### src/rtl/islip_crossbar_scheduler_top_defines.svh
// ----------------------------------------------------------------------------
// iSLIP scheduler assertion macros
// Shared concurrent assertion forms, clocked on clock and disabled in reset.
// ----------------------------------------------------------------------------
`ifndef ISLIP_CROSSBAR_SCHEDULER_TOP_DEFINES_SVH
`define ISLIP_CROSSBAR_SCHEDULER_TOP_DEFINES_SVH

// The consequent must hold in the same cycle as the antecedent.
`define ISLIP_ASSERT_IMPLIES(label, ante, cons, msg) \
   label: assert property (@(posedge clock) disable iff (reset) (ante) |-> (cons)) \
      else $error(msg);

// The consequent must hold in the cycle after the antecedent.
`define ISLIP_ASSERT_NEXT(label, ante, cons, msg) \
   label: assert property (@(posedge clock) disable iff (reset) (ante) |=> (cons)) \
      else $error(msg);

`endif

### src/rtl/islip_pkg.sv
// ----------------------------------------------------------------------------
// iSLIP scheduler package
// Widths, defaults and types shared by the scheduler's channels and modules.
// ----------------------------------------------------------------------------
`default_nettype none

package islip_pkg;

   // Fixed widths of the matrix fields and the iteration register.
   localparam int MATRIX_WIDTH = 64;
   localparam int COUNT_WIDTH  = 4;

   // Default switch size.
   localparam int DEFAULT_PORTS = 8;

   typedef logic [MATRIX_WIDTH-1:0] matrix_type;
   typedef logic [COUNT_WIDTH-1:0]  count_type;

   // Iterations per slot after reset.
   localparam count_type COUNT_RESET = count_type'(1);

endpackage

`default_nettype wire

### src/rtl/islip_channels.sv
// ----------------------------------------------------------------------------
// iSLIP scheduler channels
// Valid/ready channels for request items, result items and the register write.
// ----------------------------------------------------------------------------
`default_nettype none

// Request item: one request matrix per cell slot.
interface islip_req_if import islip_pkg::*; ();
   logic       valid;
   logic       ready;
   matrix_type request_matrix;

   modport source (output valid, output request_matrix, input ready);
   modport sink   (input valid, input request_matrix, output ready);
endinterface

// Result item: the matching and the requests left over.
interface islip_rsp_if import islip_pkg::*; ();
   logic       valid;
   logic       ready;
   matrix_type match_matrix;
   matrix_type remaining_requests;

   modport source (output valid, output match_matrix, output remaining_requests,
                   input ready);
   modport sink   (input valid, input match_matrix, input remaining_requests,
                   output ready);
endinterface

// Register write: the iteration count.
interface islip_csr_if import islip_pkg::*; ();
   logic      valid;
   logic      ready;
   count_type iteration_count;

   modport source (output valid, output iteration_count, input ready);
   modport sink   (input valid, input iteration_count, output ready);
endinterface

`default_nettype wire

### src/rtl/islip_rr_arb.sv
// ----------------------------------------------------------------------------
// iSLIP round-robin arbiter
// Picks the first set request at or after the pointer, wrapping round.
// ----------------------------------------------------------------------------
`default_nettype none

module islip_rr_arb #(
   parameter int N  = 8,
   parameter int PW = 3
) (
   input  logic [N-1:0]  req_vec,
   input  logic [PW-1:0] ptr,
   output logic [N-1:0]  grant_vec
);

   logic [N-1:0] upper_mask;
   logic [N-1:0] upper_req;
   logic [N-1:0] search_vec;

   // Requests at or above the pointer win first; otherwise wrap to the bottom.
   always_comb begin
      for (int j = 0; j < N; j++) begin
         upper_mask[j] = (ptr <= PW'(j));
      end
      upper_req  = req_vec & upper_mask;
      search_vec = (|upper_req) ? upper_req : req_vec;
      // Isolate the lowest set bit of the chosen vector.
      grant_vec  = search_vec & (~search_vec + N'(1));
   end

endmodule

`default_nettype wire

### src/rtl/islip_cell.sv
// ----------------------------------------------------------------------------
// iSLIP iteration cell
// One request-grant-accept iteration, registered, with a valid/ready link to
// its neighbours. The first cell also moves the pointers it carries.
// ----------------------------------------------------------------------------
`default_nettype none

module islip_cell import islip_pkg::*; #(
   parameter int PORTS = DEFAULT_PORTS,
   parameter int PTR_W = 3,
   parameter int STAGE = 0
) (
   input  logic                              clock,
   input  logic                              reset,
   input  count_type                         iteration_count,
   input  logic                              up_valid,
   output logic                              up_ready,
   input  logic [PORTS*PORTS-1:0]            up_req,
   input  logic [PORTS*PORTS-1:0]            up_match,
   input  logic [PORTS-1:0][PTR_W-1:0]       up_gptr,
   input  logic [PORTS-1:0][PTR_W-1:0]       up_aptr,
   output logic                              dn_valid,
   input  logic                              dn_ready,
   output logic [PORTS*PORTS-1:0]            dn_req,
   output logic [PORTS*PORTS-1:0]            dn_match,
   output logic [PORTS-1:0][PTR_W-1:0]       dn_gptr,
   output logic [PORTS-1:0][PTR_W-1:0]       dn_aptr
);

   // Step a pointer one place on, wrapping at the port count.
   function automatic logic [PTR_W-1:0] wrap_next(input logic [PTR_W-1:0] x);
      if (x == PTR_W'(PORTS - 1)) begin
         return '0;
      end
      return x + 1'b1;
   endfunction

   logic                            active;
   logic                            take;
   logic [PORTS-1:0][PORTS-1:0]     req_mat;   // [input][output]
   logic [PORTS-1:0][PORTS-1:0]     req_col;   // [output][input]
   logic [PORTS-1:0][PORTS-1:0]     gnt_col;   // [output][input]
   logic [PORTS-1:0][PORTS-1:0]     gnt_row;   // [input][output]
   logic [PORTS-1:0][PORTS-1:0]     acc_row;   // [input][output]
   logic [PORTS-1:0][PORTS-1:0]     acc_col;   // [output][input]
   logic [PORTS-1:0]                row_hit;
   logic [PORTS-1:0]                col_hit;
   logic [PORTS-1:0][PTR_W-1:0]     out_idx;   // matched output per input
   logic [PORTS-1:0][PTR_W-1:0]     in_idx;    // matched input per output
   logic [PORTS-1:0][PORTS-1:0]     left_mat;

   logic [PORTS*PORTS-1:0]          req_in;
   logic [PORTS*PORTS-1:0]          match_in;
   logic [PORTS-1:0][PTR_W-1:0]     gptr_in;
   logic [PORTS-1:0][PTR_W-1:0]     aptr_in;
   logic [PORTS*PORTS-1:0]          req_ff;
   logic [PORTS*PORTS-1:0]          match_ff;
   logic [PORTS-1:0][PTR_W-1:0]     gptr_ff;
   logic [PORTS-1:0][PTR_W-1:0]     aptr_ff;
   logic                            valid_ff;

   // This cell runs its iteration only when the count reaches it.
   assign active  = (iteration_count > COUNT_WIDTH'(STAGE));
   assign req_mat = up_req;

   // Column view of the requests for the grant arbiters.
   always_comb begin
      for (int o = 0; o < PORTS; o++) begin
         for (int i = 0; i < PORTS; i++) begin
            req_col[o][i] = req_mat[i][o];
         end
      end
   end

   // Grant phase: one arbiter per output over the requesting inputs.
   for (genvar o = 0; o < PORTS; o++) begin : g_grant
      islip_rr_arb #(.N(PORTS), .PW(PTR_W)) u_grant_arb (
         .req_vec   (req_col[o]),
         .ptr       (up_gptr[o]),
         .grant_vec (gnt_col[o])
      );
   end

   // Row view of the grants for the accept arbiters.
   always_comb begin
      for (int i = 0; i < PORTS; i++) begin
         for (int o = 0; o < PORTS; o++) begin
            gnt_row[i][o] = gnt_col[o][i];
         end
      end
   end

   // Accept phase: one arbiter per input over the grants it received.
   for (genvar i = 0; i < PORTS; i++) begin : g_accept
      islip_rr_arb #(.N(PORTS), .PW(PTR_W)) u_accept_arb (
         .req_vec   (gnt_row[i]),
         .ptr       (up_aptr[i]),
         .grant_vec (acc_row[i])
      );
   end

   // Matched rows and columns, partner indices and the cleared requests.
   always_comb begin
      for (int o = 0; o < PORTS; o++) begin
         for (int i = 0; i < PORTS; i++) begin
            acc_col[o][i] = acc_row[i][o];
         end
      end
      for (int i = 0; i < PORTS; i++) begin
         row_hit[i] = |acc_row[i];
         col_hit[i] = |acc_col[i];
         out_idx[i] = '0;
         in_idx[i]  = '0;
         for (int k = 0; k < PORTS; k++) begin
            if (acc_row[i][k]) begin
               out_idx[i] = out_idx[i] | PTR_W'(k);
            end
            if (acc_col[i][k]) begin
               in_idx[i] = in_idx[i] | PTR_W'(k);
            end
         end
      end
      for (int i = 0; i < PORTS; i++) begin
         for (int o = 0; o < PORTS; o++) begin
            left_mat[i][o] = req_mat[i][o] & ~row_hit[i] & ~col_hit[o];
         end
      end
   end

   // Next values: an idle cell passes its item through untouched.
   always_comb begin
      req_in   = up_req;
      match_in = up_match;
      gptr_in  = up_gptr;
      aptr_in  = up_aptr;
      if (active) begin
         req_in   = left_mat;
         match_in = up_match | acc_row;
         if (STAGE == 0) begin
            for (int k = 0; k < PORTS; k++) begin
               if (col_hit[k]) begin
                  gptr_in[k] = wrap_next(in_idx[k]);
               end
               if (row_hit[k]) begin
                  aptr_in[k] = wrap_next(out_idx[k]);
               end
            end
         end
      end
   end

   // Link handshake: the cell takes an item when empty or emptying.
   assign up_ready = ~valid_ff | dn_ready;
   assign take     = up_valid & up_ready;

   always_ff @(posedge clock) begin
      if (reset) begin
         valid_ff <= 1'b0;
         gptr_ff  <= '0;
         aptr_ff  <= '0;
      end else begin
         if (up_ready) begin
            valid_ff <= up_valid;
         end
         if (take) begin
            gptr_ff <= gptr_in;
            aptr_ff <= aptr_in;
         end
      end
   end

   // Matrix payload needs no reset.
   always_ff @(posedge clock) begin
      if (take) begin
         req_ff   <= req_in;
         match_ff <= match_in;
      end
   end

   assign dn_valid = valid_ff;
   assign dn_req   = req_ff;
   assign dn_match = match_ff;
   assign dn_gptr  = gptr_ff;
   assign dn_aptr  = aptr_ff;

endmodule

`default_nettype wire

### src/rtl/islip_crossbar_scheduler_top.sv
// A taken request item passes the PORTS cell registers in turn to the result.
// Throughput: one request item per cycle while results are taken; each cell runs
// at most one iteration, so the chain length sets the latency and not the rate.
// Reset: synchronous, active high; clears all pointers to zero, empties the
// chain and sets the iteration count to one.
// ----------------------------------------------------------------------------
// iSLIP crossbar scheduler
// A chain of iteration cells computes one iSLIP matching per request matrix.
// The first cell holds the grant and accept pointers and moves them on its
// first-iteration matches; later cells carry the moved pointers alongside.
// ----------------------------------------------------------------------------
`default_nettype none

`include "islip_crossbar_scheduler_top_defines.svh"

module islip_crossbar_scheduler_top import islip_pkg::*; #(
   parameter int PORTS = DEFAULT_PORTS
) (
   input  logic       clock,
   input  logic       reset,
   islip_req_if.sink   req_chan,
   islip_rsp_if.source rsp_chan,
   islip_csr_if.sink   csr_chan
);

   localparam int PTR_W = (PORTS > 1) ? $clog2(PORTS) : 1;
   localparam int USED  = PORTS * PORTS;
   localparam matrix_type USED_MASK = {MATRIX_WIDTH{1'b1}} >> (MATRIX_WIDTH - USED);

   count_type                   count_ff;
   logic [PORTS:0]              vld;
   logic [PORTS:0]              rdy;
   logic [USED-1:0]             req_d   [0:PORTS];
   logic [USED-1:0]             match_d [0:PORTS];
   logic [PORTS-1:0][PTR_W-1:0] gptr_d  [1:PORTS];
   logic [PORTS-1:0][PTR_W-1:0] aptr_d  [1:PORTS];

   // Iteration count register; writes are always taken.
   assign csr_chan.ready = 1'b1;

   always_ff @(posedge clock) begin
      if (reset) begin
         count_ff <= COUNT_RESET;
      end else if (csr_chan.valid) begin
         count_ff <= csr_chan.iteration_count;
      end
   end

   // Head of the chain: unused request bits are dropped here.
   assign vld[0]         = req_chan.valid;
   assign req_chan.ready = rdy[0];
   assign req_d[0]       = req_chan.request_matrix[USED-1:0];
   assign match_d[0]     = '0;

   // Chain of iteration cells; the first one feeds its pointers back to itself.
   for (genvar k = 0; k < PORTS; k++) begin : g_cell
      islip_cell #(.PORTS(PORTS), .PTR_W(PTR_W), .STAGE(k)) u_cell (
         .clock           (clock),
         .reset           (reset),
         .iteration_count (count_ff),
         .up_valid        (vld[k]),
         .up_ready        (rdy[k]),
         .up_req          (req_d[k]),
         .up_match        (match_d[k]),
         .up_gptr         ((k == 0) ? gptr_d[1] : gptr_d[(k == 0) ? 1 : k]),
         .up_aptr         ((k == 0) ? aptr_d[1] : aptr_d[(k == 0) ? 1 : k]),
         .dn_valid        (vld[k+1]),
         .dn_ready        (rdy[k+1]),
         .dn_req          (req_d[k+1]),
         .dn_match        (match_d[k+1]),
         .dn_gptr         (gptr_d[k+1]),
         .dn_aptr         (aptr_d[k+1])
      );
   end

   // Tail of the chain: the last cell's register is the result register.
   assign rsp_chan.valid              = vld[PORTS];
   assign rdy[PORTS]                  = rsp_chan.ready;
   assign rsp_chan.match_matrix       = MATRIX_WIDTH'(match_d[PORTS]);
   assign rsp_chan.remaining_requests = MATRIX_WIDTH'(req_d[PORTS]);

   // A matched pair has its row and column cleared, so nothing overlaps.
   `ISLIP_ASSERT_IMPLIES(a_match_disjoint, rsp_chan.valid, (rsp_chan.match_matrix & rsp_chan.remaining_requests) == '0, "match and remaining requests overlap")

   // Bits beyond the switch size never appear in a result.
   `ISLIP_ASSERT_IMPLIES(a_unused_clear, rsp_chan.valid, ((rsp_chan.match_matrix | rsp_chan.remaining_requests) & ~USED_MASK) == '0, "result sets an unused bit")

   // Pointers move only when a request item enters the chain.
   `ISLIP_ASSERT_NEXT(a_ptr_hold, !(req_chan.valid && req_chan.ready), $stable(gptr_d[1]) && $stable(aptr_d[1]), "pointers moved without a new item")

   // Every pointer stays below the port count, at the head and the tail.
   for (genvar p = 0; p < PORTS; p++) begin : g_ptr_chk
      `ISLIP_ASSERT_IMPLIES(a_ptr_range, 1'b1, (gptr_d[1][p] <= PTR_W'(PORTS - 1)) && (aptr_d[1][p] <= PTR_W'(PORTS - 1)) && (gptr_d[PORTS][p] <= PTR_W'(PORTS - 1)) && (aptr_d[PORTS][p] <= PTR_W'(PORTS - 1)), "pointer out of range")
   end

endmodule

`default_nettype wire
### src/flat_wrapper.sv
// flat-port wrapper written by rule: the top's interface ports become plain ports
module islip_crossbar_scheduler_top_flat import islip_pkg::*;
#(
   parameter int PORTS = DEFAULT_PORTS
)
  (clock, reset, req_chan_valid, req_chan_request_matrix, req_chan_ready, rsp_chan_valid, rsp_chan_match_matrix, rsp_chan_remaining_requests, rsp_chan_ready, csr_chan_valid, csr_chan_iteration_count, csr_chan_ready);
  islip_req_if req_chan_i ();
  islip_rsp_if rsp_chan_i ();
  islip_csr_if csr_chan_i ();
  input  logic clock;
  input  logic reset;
  input wire logic [$bits(req_chan_i.valid)-1:0] req_chan_valid;
  input wire logic [$bits(req_chan_i.request_matrix)-1:0] req_chan_request_matrix;
  output wire logic [$bits(req_chan_i.ready)-1:0] req_chan_ready;
  output wire logic [$bits(rsp_chan_i.valid)-1:0] rsp_chan_valid;
  output wire logic [$bits(rsp_chan_i.match_matrix)-1:0] rsp_chan_match_matrix;
  output wire logic [$bits(rsp_chan_i.remaining_requests)-1:0] rsp_chan_remaining_requests;
  input wire logic [$bits(rsp_chan_i.ready)-1:0] rsp_chan_ready;
  input wire logic [$bits(csr_chan_i.valid)-1:0] csr_chan_valid;
  input wire logic [$bits(csr_chan_i.iteration_count)-1:0] csr_chan_iteration_count;
  output wire logic [$bits(csr_chan_i.ready)-1:0] csr_chan_ready;
  assign req_chan_i.valid = req_chan_valid;
  assign req_chan_i.request_matrix = req_chan_request_matrix;
  assign req_chan_ready = req_chan_i.ready;
  assign rsp_chan_valid = rsp_chan_i.valid;
  assign rsp_chan_match_matrix = rsp_chan_i.match_matrix;
  assign rsp_chan_remaining_requests = rsp_chan_i.remaining_requests;
  assign rsp_chan_i.ready = rsp_chan_ready;
  assign csr_chan_i.valid = csr_chan_valid;
  assign csr_chan_i.iteration_count = csr_chan_iteration_count;
  assign csr_chan_ready = csr_chan_i.ready;
  islip_crossbar_scheduler_top #(.PORTS(PORTS)) u_core (.clock(clock), .reset(reset), .req_chan(req_chan_i), .rsp_chan(rsp_chan_i), .csr_chan(csr_chan_i));
endmodule
### config.mk
export PLATFORM = sky130hd
export DESIGN_NAME = islip_crossbar_scheduler_top_flat
export DESIGN_NICKNAME = d
export VERILOG_FILES = /design/src/rtl/islip_pkg.sv /design/src/rtl/islip_channels.sv /design/src/rtl/islip_rr_arb.sv /design/src/rtl/islip_cell.sv /design/src/rtl/islip_crossbar_scheduler_top.sv /design/src/flat_wrapper.sv
export VERILOG_INCLUDE_DIRS = /design/src /design/src/rtl
export SDC_FILE = /design/constraint.sdc
export NUM_CORES = 2
export LEC_CHECK = 0
export ABC_AREA = 1
export BUFFER_PORTS_ARGS = -buffer_cell sky130_fd_sc_hd__buf_2
export CORE_ASPECT_RATIO = 1.5
export CORE_MARGIN = 2
export CORE_UTILIZATION = 44
export CTS_BUF_LIST = sky130_fd_sc_hd__clkbuf_2 sky130_fd_sc_hd__clkbuf_4 sky130_fd_sc_hd__clkbuf_8
export CTS_CLUSTER_DIAMETER = 40
export DETAILED_ROUTE_END_ITERATION = 10
export MAX_ROUTING_LAYER = met4
export PLACE_DENSITY = 0.6
export SLEW_MARGIN = 20
export SYNTH_ARGS = -nofsm -noshare
export SYNTH_HDL_FRONTEND = slang
export SYNTH_HIERARCHICAL = 1
export SYNTH_SLANG_ARGS = --single-unit
### constraint.sdc
create_clock -name clock -period 3.1 [get_ports clock]
set_input_delay 0.155 -clock clock [delete_from_list [all_inputs] [get_ports clock]]
set_output_delay 0.155 -clock clock [all_outputs]
set_load 0.005 [all_outputs]
==> results of run 1 <==
-- stage by stage --
step / setup WS [ps] / hold WS, ps
4_1_cts: -686 / 41.3
3_5_place_dp: -1480 / 400
3_3_place_gp: -1450 / 379
2_1_floorplan: 12.0 / 281
-- repair_timing --
action,CTS
gates cloned,1
setup endpoints to repair,889
pin swaps,421
resized for setup,1402
endpoints found under the hold margin,523
buffers inserted,236
hold buffers,85
-- layer usage --
layer	track usage	GRT overflow
met1	0.506	0
met5	-	-
met4	0.718	43
met2	0.882	72
met3	0.250	0
==> results.md, run 1 <==
* Starting Density at 0.443
* Synth warn at 6
* Syn Inst Count at 12900
* H-Tree Depth at 4
* Vias in the first global route at 118000
* Error: [ERROR GRT-0116] Global routing finished with congestion. Check the congestion regions in the DRC Viewer.
* Total CTS buffers at 240
* Top Ports at 204
* Outcome: aborted with a tool error
* Port bufs at 202
* Die Wd at 381 microns
* Post-Syn Area at 0.0939 sq mm
* DP Area at 0.128 sq mm
* Grt ovf at 115
* Clk root buf: clkbuf_8
* GPL Wtd Cong at 1.29
* First-pass GRT wire length at 890000 microns
* Stopping stage: global routing
* Total track usage at 0.588
* Clock Path Buffers at 4
* Inst Count DP at 19400
* Chip Height at 570 microns
* DP HPWL at 437000 microns
* Largest net degree at the start of global routing at 129
* Row cnt at 207
* Synthesized area per cell at 7.30 sq um
==> inputs of run 2 (changes only) <==
--- a/config.mk
+++ b/config.mk
@@ -8,14 +8,10 @@
 export LEC_CHECK = 0
 export ABC_AREA = 1
 export BUFFER_PORTS_ARGS = -buffer_cell sky130_fd_sc_hd__buf_2
-export CORE_ASPECT_RATIO = 1.5
 export CORE_MARGIN = 2
-export CORE_UTILIZATION = 44
-export CTS_BUF_LIST = sky130_fd_sc_hd__clkbuf_2 sky130_fd_sc_hd__clkbuf_4 sky130_fd_sc_hd__clkbuf_8
-export CTS_CLUSTER_DIAMETER = 40
+export CORE_UTILIZATION = 29
 export DETAILED_ROUTE_END_ITERATION = 10
-export MAX_ROUTING_LAYER = met4
-export PLACE_DENSITY = 0.6
+export PLACE_DENSITY_LB_ADDON = 0.15
 export SLEW_MARGIN = 20
 export SYNTH_ARGS = -nofsm -noshare
 export SYNTH_HDL_FRONTEND = slang
==> constraint.sdc (replaced) <==
create_clock -name clock -period 4 [get_ports clock]
set_input_delay 0.2 -clock clock [delete_from_list [all_inputs] [get_ports clock]]
set_output_delay 0.2 -clock clock [all_outputs]
set_load 0.005 [all_outputs]
==> run 2 against run 1 <==
The flow now finishes without violations. Synthesized area stayed put. Synthesized cell count is the same.
==> results.md, run 2 <==
* Wire length on met1 at 190000 microns
* Hold path start: req_chan_valid
* Rel. slew slack at 0.386
* Row cnt at 208
* Reg power frac at 0.327
* TritonCTS clock tree: built
* Count of final max-slew check failures at 0
* Antenna Nets Post-Route at 0
* Internal at 32.4 mW
* Inst Count DP at 18100
* Via density at 4.98
* Port bufs at 202
* Synthesized area per cell at 7.30 sq um
* Post-Layout Cell Count at 18500
* Sw Ratio at 0.393
* Syn Inst Count at 12900
* First-pass GRT wire length at 635000 microns
* Initial antenna violation count at 17
* Final core occ at 0.355
* GPL Wtd Cong at 0.985
* Total CTS buffers at 171
* Met3 wire len at 26000 microns
* Crit path kind: reg2reg
* Starting Density at 0.292
* Leak at 52.5 nW
* Clock Path Buffers at 4
* CTS Sinks at 1372
* Grt ovf at 0
* Die Area at 0.328 sq mm
* Fin nets at 14200
* Layout cells sized above 1 at 0.220
* Period utilisation layout at 0.965
* Max-cap viol count at 0
* Largest net degree at the start of global routing at 82
* Sw Pwr at 21.0 mW
* Critical path peak fanout at 8
* Pwr/cell area at 468 mW/mm^2
* Met2 wire length at 215000 microns
* Power share of the clock group at 0.300
* DRC viols at 0
* H-Tree Depth at 4
* DP HPWL at 380000 microns
* Routed WL at 457000 microns
* Synth warn at 6
* Clock Latency Late Sink at 890 ps
* Die Wd at 573 microns
* Setup violators final at 0
* Iteration-0 DRC Markers at 9616
* Clock slew at reported path FFs at 60 ps
* Peak supply drop at 0.000341 V
* Post-route clock skew at 65.9 ps
* Worst setup startpoint: u_core/g_cell[2].u_cell/dn_req[16]
* Chip Height at 573 microns
* Combinational power share at 0.373
* Worst reg2reg path startpoint: u_core/g_cell[2].u_cell/dn_req[16]
* Most frequent cells in the layout: nand2_1 (4098), nor2_1 (1735), nand3_1 (1123)
* Setup crit start kind: register
* Clk root buf: clkbuf_16
* Hold Crit Class: in2reg
* Most common cell after layout, fill and taps aside: nand2_1
* Crit path DAT at 4590 ps
* Vias at 92300
* Pre-Repair DR Iteration Count at 6
* Core Area at 0.322 sq mm
* Total track usage at 0.269
* Worst-Margin Slew at 921 ps
* Category of the worst setup path capture point: register
* Post-Syn Area at 0.0939 sq mm
* Shortest period the worst path allows at 3860 ps
* Top Ports at 204
* Worst Path Required at 4730 ps
* DR WL/cell at 24.7 microns
* Outcome: completed
* Area growth syn-to-layout at 21.6%
* Unrepaired setup endpoints after global routing: true
* Fmax at 0.259 GHz
* Top routing layer used: met5
* Final hold vios at 0
* Vias in the first global route at 85900
==> run 2: worst paths after layout <==
check	to	slack (ps)	cells past startpoint
hold / removal	u_core/g_cell[0].u_cell/dn_valid	60	4
setup / recovery	u_core/g_cell[3].u_cell/dn_req[47]	140	25
hold reg to reg	u_core/g_cell[3].u_cell/dn_match[28]	460	1
setup reg to reg	u_core/g_cell[3].u_cell/dn_req[47]	140	25
==> run 2: area by class of cell <==
type | instances | area (sq um)
antenna | 2 | 5.00
multi-input combinational | 10100 | 51100
tap | 4305 | 5390
clock buffer | 236 | 4880
fill | 34800 | 207000
clock inverter | 71 | 808
timing repair buffer | 1202 | 9460
sequential | 1372 | 37800
inverter | 1261 | 4770
==> run 2: worst max-delay path, cell delays in order (launching register included) <==
cell      delay, ps
edfxtp_1        550
nand3_1         170
nand2_1         100
nor2_4          200
nand3_1         140
nand2_1         120
nor2_2           50
nand2_1          80
nor2_1           50
buf_4           150
inv_1            50
nor2_1           30
nand2_1         120
nand2_2          80
nor2_4          170
nand3_1         130
nand2_1         110
nor2_2           50
nand3_2          90
nor2_1          110
nor2_1          250
nand2_2         150
nor2_4          250
nand2_1          80
a21oi_1         250
buf_4           200
==> run 2: power groups by stage <==
stage | sequential, mW | combinational [mW] | clock [mW]
after floorplan | 17.2 | 10.8 | 0
after global placement | 17.8 | 19.0 | 0
after detailed placement | 17.8 | 18.9 | 0
after CTS | 17.5 | 19.1 | 16.4
after global routing | 17.5 | 21.4 | 16.9
final | 17.5 | 19.9 | 16.0
==> run 2: what timing repair did <==
item | CTS | global route
setup buffers | 0 | 15
hold buffers | 76 | 0
setup endpoints to repair | 8 | 432
pin swaps | 0 | 27
hold endpoints to repair | 108 | 0
resized for setup | 5 | 247
gates cloned | 0 | 0
==> run 2: per-layer routing <==
| metal | vias to the layer above | global-route usage |
|---|---|---|
| met1 | 44200 | 0.342 |
| li1 | 44100 | - |
| met3 | 743 | 0.0297 |
| met5 | - | 0 |
| met4 | 8 | 0.127 |
| met2 | 3202 | 0.452 |
==> run 2: metrics by stage <==
stage               TNS [ps]  hold WS (ps)  area (sq um)  total power [mW]  setup WS [ps]
floorplan                  0           326         94100              28.0            642
global placement       -72.1           426        107000              36.7          -29.0
detailed placement     -8.14           437        107000              36.7          -7.23
CTS                        0          15.7        113000              52.9           20.6
global route            -363          39.0        114000              55.7          -45.0
finish                     0          64.7        114000              53.4            140
No activity file was read; power rests on OpenSTA's default activity.
